==> config.mk <==
export PLATFORM = sky130hd
export DESIGN_NAME = dawn_dusk_led_dimmer_thermal_cutoff
export DESIGN_NICKNAME = d
export VERILOG_FILES = /design/src/hw/rtl/ddld_pkg.sv /design/src/hw/rtl/dawn_dusk_led_dimmer_thermal_cutoff.sv
export VERILOG_INCLUDE_DIRS = /design/src /design/src/hw/rtl
export SDC_FILE = /design/constraint.sdc
export NUM_CORES = 1
export LEC_CHECK = 0
export BUFFER_PORTS_ARGS = -buffer_cell sky130_fd_sc_hd__buf_4
export CORE_AREA = 4 4 250 350
export CTS_BUF_LIST = sky130_fd_sc_hd__clkbuf_4
export DETAILED_ROUTE_END_ITERATION = 8
export DIE_AREA = 0 0 254 354
export PLACE_DENSITY_LB_ADDON = 0.3
export SLEW_MARGIN = 20
export SYNTH_ARGS = -nofsm -noshare
export SYNTH_HDL_FRONTEND = slang
export SYNTH_SLANG_ARGS = --single-unit
==> constraint.sdc <==
create_clock -name aclk -period 5.05 [get_ports aclk]
set_clock_uncertainty 0.05 [all_clocks]
set_input_delay 0 -clock aclk [delete_from_list [all_inputs] [get_ports aclk]]
set_output_delay 0 -clock aclk [all_outputs]
set_load 0.01 [all_outputs]
==> src/hw/rtl/dawn_dusk_led_dimmer_thermal_cutoff_defines.svh <==
// assertion macros shared by the dimmer rtl
`ifndef DAWN_DUSK_LED_DIMMER_THERMAL_CUTOFF_DEFINES_SVH
`define DAWN_DUSK_LED_DIMMER_THERMAL_CUTOFF_DEFINES_SVH

`ifndef SYNTHESIS
`define DDLD_ASSERT(lbl, clk, rst_n, prop, msg) \
    lbl: assert property (@(posedge clk) disable iff (!rst_n) prop) else $error(msg);
`define DDLD_ASSERT_NORST(lbl, clk, prop, msg) \
    lbl: assert property (@(posedge clk) prop) else $error(msg);
`else
`define DDLD_ASSERT(lbl, clk, rst_n, prop, msg)
`define DDLD_ASSERT_NORST(lbl, clk, prop, msg)
`endif

`endif

==> src/hw/rtl/ddld_pkg.sv <==
`timescale 1ns / 1ps

package ddld_pkg;

    typedef enum logic [2:0] {
        ST_IDLE,
        ST_CMP,
        ST_LOAD,
        ST_DIV,
        ST_RND,
        ST_DONE
    } state_t;

    localparam logic [2:0] CFG_TEMP_LIMIT     = 3'd0;
    localparam logic [2:0] CFG_TEMP_MARGIN    = 3'd1;
    localparam logic [2:0] CFG_RAMP_SECONDS   = 3'd2;
    localparam logic [2:0] CFG_SUNRISE_MINUTE = 3'd3;
    localparam logic [2:0] CFG_SUNSET_MINUTE  = 3'd4;

    localparam logic signed [7:0] RST_TEMP_LIMIT     = 8'sd1;
    localparam logic [6:0]        RST_TEMP_MARGIN    = 7'd0;
    localparam logic [14:0]       RST_RAMP_SECONDS   = 15'd1800;
    localparam logic [10:0]       RST_SUNRISE_MINUTE = 11'd360;
    localparam logic [10:0]       RST_SUNSET_MINUTE  = 11'd1080;

    localparam logic [5:0] SEC_PER_MIN   = 6'd60;
    localparam logic [7:0] FULL_LEVEL    = 8'd255;
    localparam logic [6:0] ROUND_SCALE   = 7'd100;
    localparam logic [6:0] ROUND_UP_RISE = 7'd51;
    localparam logic [6:0] ROUND_UP_FALL = 7'd49;
    localparam logic [2:0] DIV_LAST      = 3'd7;

endpackage

==> src/hw/rtl/dawn_dusk_led_dimmer_thermal_cutoff.sv <==
`timescale 1ns / 1ps
// Dawn/dusk LED dimmer with thermal cutoff.
// Input channel s_*: one transfer per tick carries time_of_day (seconds) and
// temperature. Output channel m_*: one transfer per tick carries pwm_level,
// fan_on and light_enabled as they stand after that tick.
// Configuration: cfg_we writes cfg_wdata into register cfg_addr (0 limit,
// 1 margin, 2 ramp seconds, 3 sunrise minute, 4 sunset minute); write only
// while the block is idle.
// Outside the ramps the level is set by the window compare; inside a ramp,
// an 8-step restoring divider produces one quotient bit per cycle from
// 255*elapsed and the ramp length.
// Only one tick is processed at a time; s_tready rises again once the result
// sits in the output register.
// Reset (aresetn low, synchronous) restores the register defaults, clears
// light enable and fan flag, and empties the output register.
// When the receiver stalls, the result holds in the output register, one
// further tick may be accepted and processed, and then waits until the
// output register is free.
`include "dawn_dusk_led_dimmer_thermal_cutoff_defines.svh"

module dawn_dusk_led_dimmer_thermal_cutoff (
    input  logic        aclk,
    input  logic        aresetn,
    input  logic        s_tvalid,
    output logic        s_tready,
    input  logic [31:0] s_tdata,   // [16:0] time_of_day, [24:17] temperature
    output logic        m_tvalid,
    input  logic        m_tready,
    output logic [15:0] m_tdata,   // [7:0] pwm_level, [8] fan_on, [9] light_enabled
    input  logic        cfg_we,
    input  logic [2:0]  cfg_addr,
    input  logic [14:0] cfg_wdata
);

    // configuration
    logic signed [7:0] temp_limit_reg;
    logic [6:0]        temp_margin_reg;
    logic [14:0]       ramp_seconds_reg;
    logic [10:0]       sunrise_minute_reg;
    logic [10:0]       sunset_minute_reg;

    // control state
    ddld_pkg::state_t state_reg, state_next;
    logic enabled_reg;
    logic fan_reg;
    logic m_valid_reg;
    logic [2:0] div_cnt_reg;

    // payload
    logic [16:0] s_reg;
    logic [16:0] a_reg;
    logic [16:0] b_reg;
    logic        hot_reg;
    logic        cool_reg;
    logic [14:0] e_reg;
    logic        fall_reg;
    logic [22:0] div_rem_reg;
    logic [22:0] div_dsr_reg;
    logic [7:0]  div_q_reg;
    logic [7:0]  level_reg;
    logic [15:0] m_data_reg;

    // control outputs of the sequencer
    logic in_xfer;
    logic out_load;
    logic cmp_go_div;

    // input fields and hysteresis
    logic [16:0]       in_time;
    logic signed [7:0] in_temp;
    logic signed [8:0] temp_sum;
    logic              in_hot;
    logic              in_cool;

    assign in_time  = s_tdata[16:0];
    assign in_temp  = $signed(s_tdata[24:17]);
    assign temp_sum = 9'(in_temp) + $signed({2'b00, temp_margin_reg});
    assign in_hot   = in_temp >= temp_limit_reg;
    assign in_cool  = temp_sum < 9'(temp_limit_reg);

    // window compare
    logic [17:0] a_end;
    logic [17:0] b_end;
    logic [16:0] e_rise;
    logic [16:0] e_fall;
    logic [7:0]  cmp_level;
    logic        cmp_fall;
    logic [14:0] cmp_e;
    logic        ramp_zero;

    assign a_end     = 18'(a_reg) + 18'(ramp_seconds_reg);
    assign b_end     = 18'(b_reg) + 18'(ramp_seconds_reg);
    assign e_rise    = s_reg - a_reg;
    assign e_fall    = s_reg - b_reg;
    assign ramp_zero = (ramp_seconds_reg == 15'd0);

    always_comb begin
        cmp_level  = 8'd0;
        cmp_fall   = 1'b0;
        cmp_e      = e_rise[14:0];
        cmp_go_div = 1'b0;
        priority if (!enabled_reg) begin
            cmp_level = 8'd0;
        end else if (s_reg < a_reg) begin
            cmp_level = 8'd0;
        end else if (18'(s_reg) <= a_end) begin
            cmp_e = e_rise[14:0];
            if (ramp_zero) begin
                cmp_level = ddld_pkg::FULL_LEVEL;
            end else begin
                cmp_go_div = 1'b1;
            end
        end else if (s_reg < b_reg) begin
            cmp_level = ddld_pkg::FULL_LEVEL;
        end else if (18'(s_reg) <= b_end) begin
            cmp_e    = e_fall[14:0];
            cmp_fall = 1'b1;
            if (!ramp_zero) begin
                cmp_go_div = 1'b1;
            end
        end else begin
            cmp_level = 8'd0;
        end
    end

    // divider step, one quotient bit per cycle
    logic [23:0] div_diff;
    assign div_diff = {1'b0, div_rem_reg} - {1'b0, div_dsr_reg};

    // rounding
    logic [21:0] rnd_lhs;
    logic [21:0] rnd_rise;
    logic [21:0] rnd_fall;
    logic [7:0]  fall_base;
    logic [7:0]  rnd_level;

    assign rnd_lhs   = 22'(div_rem_reg[14:0]) * 22'(ddld_pkg::ROUND_SCALE);
    assign rnd_rise  = 22'(ramp_seconds_reg) * 22'(ddld_pkg::ROUND_UP_RISE);
    assign rnd_fall  = 22'(ramp_seconds_reg) * 22'(ddld_pkg::ROUND_UP_FALL);
    assign fall_base = ddld_pkg::FULL_LEVEL - div_q_reg;

    always_comb begin
        if (fall_reg) begin
            rnd_level = fall_base;
            if (rnd_lhs > rnd_fall && fall_base != 8'd0) begin
                rnd_level = fall_base - 8'd1;
            end
        end else begin
            rnd_level = div_q_reg;
            if (rnd_lhs >= rnd_rise) begin
                rnd_level = div_q_reg + 8'd1;
            end
        end
    end

    // fan after this tick
    logic fan_new;
    always_comb begin
        priority if (hot_reg) begin
            fan_new = 1'b1;
        end else if (cool_reg) begin
            fan_new = (level_reg != 8'd0);
        end else begin
            fan_new = fan_reg;
        end
    end

    // next state
    always_comb begin
        state_next = state_reg;
        unique case (state_reg)
            ddld_pkg::ST_IDLE: begin
                if (s_tvalid) begin
                    state_next = ddld_pkg::ST_CMP;
                end
            end
            ddld_pkg::ST_CMP: begin
                state_next = cmp_go_div ? ddld_pkg::ST_LOAD : ddld_pkg::ST_DONE;
            end
            ddld_pkg::ST_LOAD: begin
                state_next = ddld_pkg::ST_DIV;
            end
            ddld_pkg::ST_DIV: begin
                if (div_cnt_reg == ddld_pkg::DIV_LAST) begin
                    state_next = ddld_pkg::ST_RND;
                end
            end
            ddld_pkg::ST_RND: begin
                state_next = ddld_pkg::ST_DONE;
            end
            ddld_pkg::ST_DONE: begin
                if (!m_valid_reg || m_tready) begin
                    state_next = ddld_pkg::ST_IDLE;
                end
            end
            default: begin
                state_next = ddld_pkg::ST_IDLE;
            end
        endcase
    end

    // sequencer outputs
    always_comb begin
        s_tready = 1'b0;
        out_load = 1'b0;
        unique case (state_reg)
            ddld_pkg::ST_IDLE: s_tready = 1'b1;
            ddld_pkg::ST_DONE: out_load = !m_valid_reg || m_tready;
            default: begin
                s_tready = 1'b0;
                out_load = 1'b0;
            end
        endcase
    end

    assign in_xfer = s_tvalid && s_tready;

    // control registers
    always_ff @(posedge aclk) begin
        if (!aresetn) begin
            temp_limit_reg     <= ddld_pkg::RST_TEMP_LIMIT;
            temp_margin_reg    <= ddld_pkg::RST_TEMP_MARGIN;
            ramp_seconds_reg   <= ddld_pkg::RST_RAMP_SECONDS;
            sunrise_minute_reg <= ddld_pkg::RST_SUNRISE_MINUTE;
            sunset_minute_reg  <= ddld_pkg::RST_SUNSET_MINUTE;
            state_reg          <= ddld_pkg::ST_IDLE;
            enabled_reg        <= 1'b0;
            fan_reg            <= 1'b0;
            m_valid_reg        <= 1'b0;
            div_cnt_reg        <= 3'd0;
        end else begin
            state_reg <= state_next;
            if (cfg_we) begin
                unique case (cfg_addr)
                    ddld_pkg::CFG_TEMP_LIMIT:     temp_limit_reg     <= $signed(cfg_wdata[7:0]);
                    ddld_pkg::CFG_TEMP_MARGIN:    temp_margin_reg    <= cfg_wdata[6:0];
                    ddld_pkg::CFG_RAMP_SECONDS:   ramp_seconds_reg   <= cfg_wdata;
                    ddld_pkg::CFG_SUNRISE_MINUTE: sunrise_minute_reg <= cfg_wdata[10:0];
                    ddld_pkg::CFG_SUNSET_MINUTE:  sunset_minute_reg  <= cfg_wdata[10:0];
                    default: begin
                    end
                endcase
            end
            if (in_xfer) begin
                if (in_hot) begin
                    enabled_reg <= 1'b0;
                end else if (in_cool) begin
                    enabled_reg <= 1'b1;
                end
            end
            if (state_reg == ddld_pkg::ST_LOAD) begin
                div_cnt_reg <= 3'd0;
            end else if (state_reg == ddld_pkg::ST_DIV) begin
                div_cnt_reg <= div_cnt_reg + 3'd1;
            end
            if (out_load) begin
                fan_reg     <= fan_new;
                m_valid_reg <= 1'b1;
            end else if (m_tready) begin
                m_valid_reg <= 1'b0;
            end
        end
    end

    // datapath registers
    always_ff @(posedge aclk) begin
        if (in_xfer) begin
            s_reg    <= in_time;
            a_reg    <= 17'(sunrise_minute_reg) * 17'(ddld_pkg::SEC_PER_MIN);
            b_reg    <= 17'(sunset_minute_reg) * 17'(ddld_pkg::SEC_PER_MIN);
            hot_reg  <= in_hot;
            cool_reg <= in_cool;
        end
        if (state_reg == ddld_pkg::ST_CMP) begin
            level_reg <= cmp_level;
            e_reg     <= cmp_e;
            fall_reg  <= cmp_fall;
        end
        if (state_reg == ddld_pkg::ST_LOAD) begin
            div_rem_reg <= {e_reg, 8'd0} - 23'(e_reg);
            div_dsr_reg <= {1'b0, ramp_seconds_reg, 7'd0};
            div_q_reg   <= 8'd0;
        end
        if (state_reg == ddld_pkg::ST_DIV) begin
            if (!div_diff[23]) begin
                div_rem_reg <= div_diff[22:0];
            end
            div_q_reg   <= {div_q_reg[6:0], !div_diff[23]};
            div_dsr_reg <= {1'b0, div_dsr_reg[22:1]};
        end
        if (state_reg == ddld_pkg::ST_RND) begin
            level_reg <= rnd_level;
        end
        if (out_load) begin
            m_data_reg <= {6'd0, enabled_reg, fan_new, level_reg};
        end
    end

    assign m_tvalid = m_valid_reg;
    assign m_tdata  = m_data_reg;

    `DDLD_ASSERT(a_accept_starts, aclk, aresetn,
        (s_tvalid && s_tready) |=> (state_reg == ddld_pkg::ST_CMP),
        "input transfer did not start the compare step")
    `DDLD_ASSERT(a_div_rem_small, aclk, aresetn,
        (state_reg == ddld_pkg::ST_RND) |-> (div_rem_reg < 23'(ramp_seconds_reg)),
        "divider remainder not below ramp length")
    `DDLD_ASSERT(a_disabled_dark, aclk, aresetn,
        m_valid_reg |-> (m_data_reg[9] || m_data_reg[7:0] == 8'd0),
        "light level nonzero while light disabled")

endmodule
* Yosys cells after proc, flatten, opt, wreduce, memory -nomap -nowiden
Cells that the tools add are included.
** Storage, ports and cells
- Bits in registers :: 197
- Word-level logic and storage cells :: 127
** Operators by class
- Magnitude comparators :: 8
- Bitwise gates (word level) :: 2
- Mux-type cells :: 42
- Reduce and logical (&&, ||, !) cells :: 23
- Multiply operators :: 5
- Add/subtract/negate cells :: 11
- Equality and inequality tests :: 13
** Operators with widths (count)
- 2-to-1 mux 8 bit :: 12
- 2-to-1 mux 15 bit :: 5
- 2-to-1 mux 23 bit :: 3
- multiplier 15 x 6 -> 21 bit (second input constant) :: 2
- adder 17 x 15 -> 18 bit :: 2
- less-or-equal comparator 17 x 18 -> 1 bit :: 2
- less-than comparator 17 bit :: 2
- multiplier 11 x 4 -> 15 bit (second input constant) :: 2
- subtractor 15 bit :: 2
- subtractor 23 x 22 -> 24 bit :: 1
- subtractor 23 x 15 -> 23 bit :: 1
- >= comparator 22 x 21 -> 1 bit :: 1
- greater-than comparator 22 x 21 -> 1 bit :: 1
- 2-to-1 mux 22 bit :: 1
- 2-to-1 mux 21 bit :: 1
- multiplier 15 x 5 -> 20 bit (second input constant) :: 1
- case mux 3 bit (6 select lines) :: 1
- nonzero test 8 bit :: 2
- zero test 15 bit :: 1
- 2-to-1 mux 1 bit :: 15
- equality test 3 x 2 -> 1 bit (second input constant) :: 4
- equality test 3 bit (second input constant) :: 4
- 2-to-1 mux 3 bit :: 4
- AND reduction 2 bit :: 6
- 18 further kinds :: 28

* Longest topological paths before layout
- Depth in word-level cells :: 9
- Mapped depth :: 25
- Gate-level depth less buffers :: 25

* Least setup slack after synthesis
Ideal clock, no wire load.
- Kind :: reg-to-reg
- Start :: register ramp_seconds_reg[3]
- End :: register level_reg[0], data pin
- Stages on the path, launching flop included :: 24
- Path slack :: -0.164 ns
- Period minus slack after synthesis :: 5.214 ns
- Arrival :: 4.877 ns
- Cell sequence :: dfxtp_1 inv_1 ha_1 inv_1 fa_1 inv_1 ha_1 ha_1 a21o_1 a21oi_1 o21ba_2 o21ai_0 a211oi_1 nor2_1 xnor2_1 ha_1 nand4_1 nor4_1 nand2_1 and4b_1 o211ai_1 nand3_1 a31oi_1 o211ai_1
** On the way
- Cells in the longest elaborated chain, start to end :: 7
- Elaborated cells on any way between the ends :: 17
- Those cells by class :: add/sub: 1; mul: 2; order compare: 3; mux: 9; reduce/logical: 2
** RTL lines
- from (decl) :: line dawn_dusk_led_dimmer_thermal_cutoff.sv:38 : logic [14:0] ramp_seconds_reg;
- from (signal assigned) :: line dawn_dusk_led_dimmer_thermal_cutoff.sv:223 : ramp_seconds_reg <= ddld_pkg::RST_RAMP_SECONDS;
- from (signal assigned) :: line dawn_dusk_led_dimmer_thermal_cutoff.sv:237 : ddld_pkg::CFG_RAMP_SECONDS: ramp_seconds_reg <= cfg_wdata;
- branches (longest 6 deep; another with greater-than comparator 22 x 21 -> 1 bit)
- 2-to-1 mux 8 bit (*) :: line dawn_dusk_led_dimmer_thermal_cutoff.sv:291 : if (state_reg == ddld_pkg::ST_RND) begin
- to (signal assigned) :: line dawn_dusk_led_dimmer_thermal_cutoff.sv:275 : level_reg <= cmp_level;
- to (signal assigned) :: line dawn_dusk_led_dimmer_thermal_cutoff.sv:292 : level_reg <= rnd_level;
- to (decl) :: line dawn_dusk_led_dimmer_thermal_cutoff.sv:60 : logic [7:0] level_reg;
Every way passes the cells marked *. The select of a mux whose other input is x is not followed.
A chain may end at the register's enable or synchronous reset.

* Final worst setup path
- Start :: register ramp_seconds_reg[8]
- End :: register level_reg[4], data pin
The elaborated chain is that of the path after synthesis.

==> run_results.csv <==
group,metric,value,unit
floorplanning,fp-row-count,126,
synth,yosys.area_share.adder,30.0,%
final_layout,area_growth,24.5,%
clocking,clk_latency,0.78,ns
grt,busiest_layer,"met2",
sta,fmax,0.191,GHz
placed_design,dp_hpwl,50400,microns
synth,avgSynthCellArea,9.09,sq um
grt,grt_pass1_vias,17289,
final_layout,largest_reg_flops,23,
grt,overflow,0,
clocking,clock_sinks,197,
run_status,violations,"setup timing",
final_layout,utilization,29.7,%
routing,num_vias,16731,
grt,use_met3,1.88,%
pwr,p_leak,11.4,nW
synth,async_reset_ff_share,0,%
routing,detail-route-antenna-nets,0,
routing,drt-initial-drc-count,755,
run_status,status,"complete, but fails checks",
sta,rsz0062_at_grt,"yes",
min_path,min_path_type,"input pin to register",
final_layout,final_common_cell,"ha_1",
worst_setup_path,crit_arrival,5.69,ns
job,cap_violations,0,
worst_setup_path,r2r-start,"ramp_seconds_reg[8]",
sta,relSlewSlack,33.1,%
sta,hold_viol,0,
synth,synthSimpleGateAreaFrac,14.2,%
sta,tns,-1.09,ns
sta,period_share,104,%
min_path,holdCritStartpoint,"cfg_wdata[2]",
clocking,clk_pin_slew,0.18,ns
sta,finalWorstSetupSlack,-0.199,ns
synth,post_synth_num_cell_types,75,
grt,antenna_found_initial,1,
final_layout,final_cell_mix,"331 x ha_1, 257 x buf_4, 219 x inv_1, 212 x nand2_1, 129 x a21oi_1",
synth,netlist_area,0.0201,sq mm
synth,syn-instance-count,2210,
floorplanning,core_area,0.0842,sq mm
pwr,power,8.92,mW
clocking,clk_path_buf_depth,2,
placed_design,placed_cells,3503,
synth,synth_compound_area_share,17.4,%
routing,drt_first_pass_iters,5,
synth,synth_xor_area_share,6.23,%
worst_setup_path,startpoint_type,"register",
worst_setup_path,end_kind,"register",
sta,whs,0.125,ns
sta,setup_viol,8,
routing,viasPerCell,4.58,
worst_setup_path,cp.required,5.49,ns
synth,synth.area.mux_share,1.54,%
sta,slew_violations,0,
clocking,numCtsBuffers,17,
grt,grtUsageMet2,25.8,%
sta,fin_crit,5.25,ns
pwr,ir_worst_vdd,181,uV
placed_design,place.gp.congestion,0.898,
final_layout,final_net_count,3040,
floorplanning,die-area,0.0899,sq mm
grt,use_met1,15.2,%
grt,grt_pass1_wl,96200,microns
synth,ys_seq_elements,197,
final_layout,layout-drive-gt1-share,16.3,%
floorplanning,dieHeight,354,microns
clocking,cts-root-buf,"clkbuf_4",
floorplanning,fp.dieW,254,microns
grt,grt_start_max_net_pins,61,
final_layout,layout.cells.non_filler,3656,
clocking,tritoncts,"yes",
grt,grt_util_all_layers,13.7,%
synth,synth_top_family_by_area,"adder cells",
pwr,powerDensity,357,mW/mm^2
routing,routedWlPerCell,16.8,microns
floorplanning,io_pins,73,
floorplanning,start_util,23.9,%
synth,seq_area_frac_synth,25.3,%
routing,routed_wl,61300,microns
synth,synth-edff-count,113,
worst_setup_path,startpoint,"ramp_seconds_reg[8]",
synth,yosys_most_used_dff,"edfxtp_1",
routing,drc,0,
worst_setup_path,path_max_fanout,6,
clocking,cts_max_level,4,
worst_setup_path,worstSetupPathType,"register to register",
sta,worst_pin_slew,0.991,ns
synth,yosys_warnings,0,
placed_design,io_buffers,59,
-- power by group --
| part | internal, mW | switching [mW] |
|---|---|---|
| sequential | 2.12 | 0.325 |
| clock | 0.217 | 0.642 |
| combinational | 2.53 | 3.09 |
-- synth_stat cells (31+ instances only) --
master,count,area (sq um)
a21oi_1,140,701
nor2_1,120,450
inv_1,234,878
o21ai_0,118,591
nand3_1,53,265
nor2b_1,34,213
xor2_1,62,543
fa_1,86,1720
ha_1,345,4320
a21o_1,50,375
clkbuf_1,31,116
xnor2_1,81,709
nand2_1,212,796
edfxtp_1,113,3390
nor3_1,44,220
dfxtp_1,84,1680
a21boi_0,39,293
-- worst max-delay path: stages (launching register included) --
cell and delay (ns):
dfxtp_4 0.39, inv_1 0.05, ha_1 0.29, inv_1 0.07, fa_1 0.49, inv_2 0.04, fa_1 0.55, ha_4 0.21
o21a_1 0.12, o21a_1 0.18, a21oi_2 0.18, o211ai_1 0.15, buf_4 0.18, a31o_4 0.22, a21oi_2 0.12, xor2_1 0.16
ha_1 0.26, a21o_1 0.17, a21oi_2 0.21, a21oi_2 0.09, a21o_2 0.28, o211a_1 0.24, nor3_1 0.21, o31ai_2 0.07
-- timing repair --
| action | 4_1_cts | 5_1_grt |
|---|---|---|
| buffers inserted | 11 | 10 |
| gates resized for setup | 44 | 53 |
| pin swaps | 36 | 55 |
| endpoints found under the setup margin | 8 | 25 |
| hold endpoints to repair | 106 | 0 |
| hold buffers | 100 | 0 |
-- cells by family (layout without fill, tap and decap cells) --
logic type                 after synthesis  after routing
muxes                                   30             30
and+or+nand+nor                        599            599
adders and majority gates              431            431
AOI/OAI and AO/OA                      533            533
buffers and inverters                  276            628
DFF                                    197            197
other                                    1              7
xor gates and xnor gates               143            143
-- final timing paths --
kind / to / slack, ns / depth (start not counted)
hold reg to reg: m_tdata[4] / 0.38 / 0
setup reg to reg: level_reg[4] / -0.20 / 23
hold / removal: ramp_seconds_reg[2] / 0.12 / 4
setup / recovery: level_reg[4] / -0.20 / 23
-- final cells by class --
cell class / count / area, sq um
clock buffer: 18 / 135
inverter: 235 / 887
multi-input combinational: 1742 / 14400
sequential: 197 / 5110
tap: 1088 / 1360
fill: 8922 / 59200
timing repair buffer: 361 / 2990
antenna: 1 / 2.50
clock inverter: 14 / 118
-- metrics by stage --
step | setup WS, ns | cell area (sq um)
floorplan | 0.00993 | 20200
global placement | -0.341 | 23200
detailed placement | -0.434 | 23200
CTS | -0.242 | 24700
global route | -0.438 | 25000
finish | -0.199 | 25000
-- layer usage --
metal | vias up | share of wire (%)
met2 | 248 | 53
met1 | 7869 | 40
met4 | 0 | 4.6
met3 | 81 | 2.4
met5 | - | 0
li1 | 8533 | -
Power figures use the tool's default switching activity.
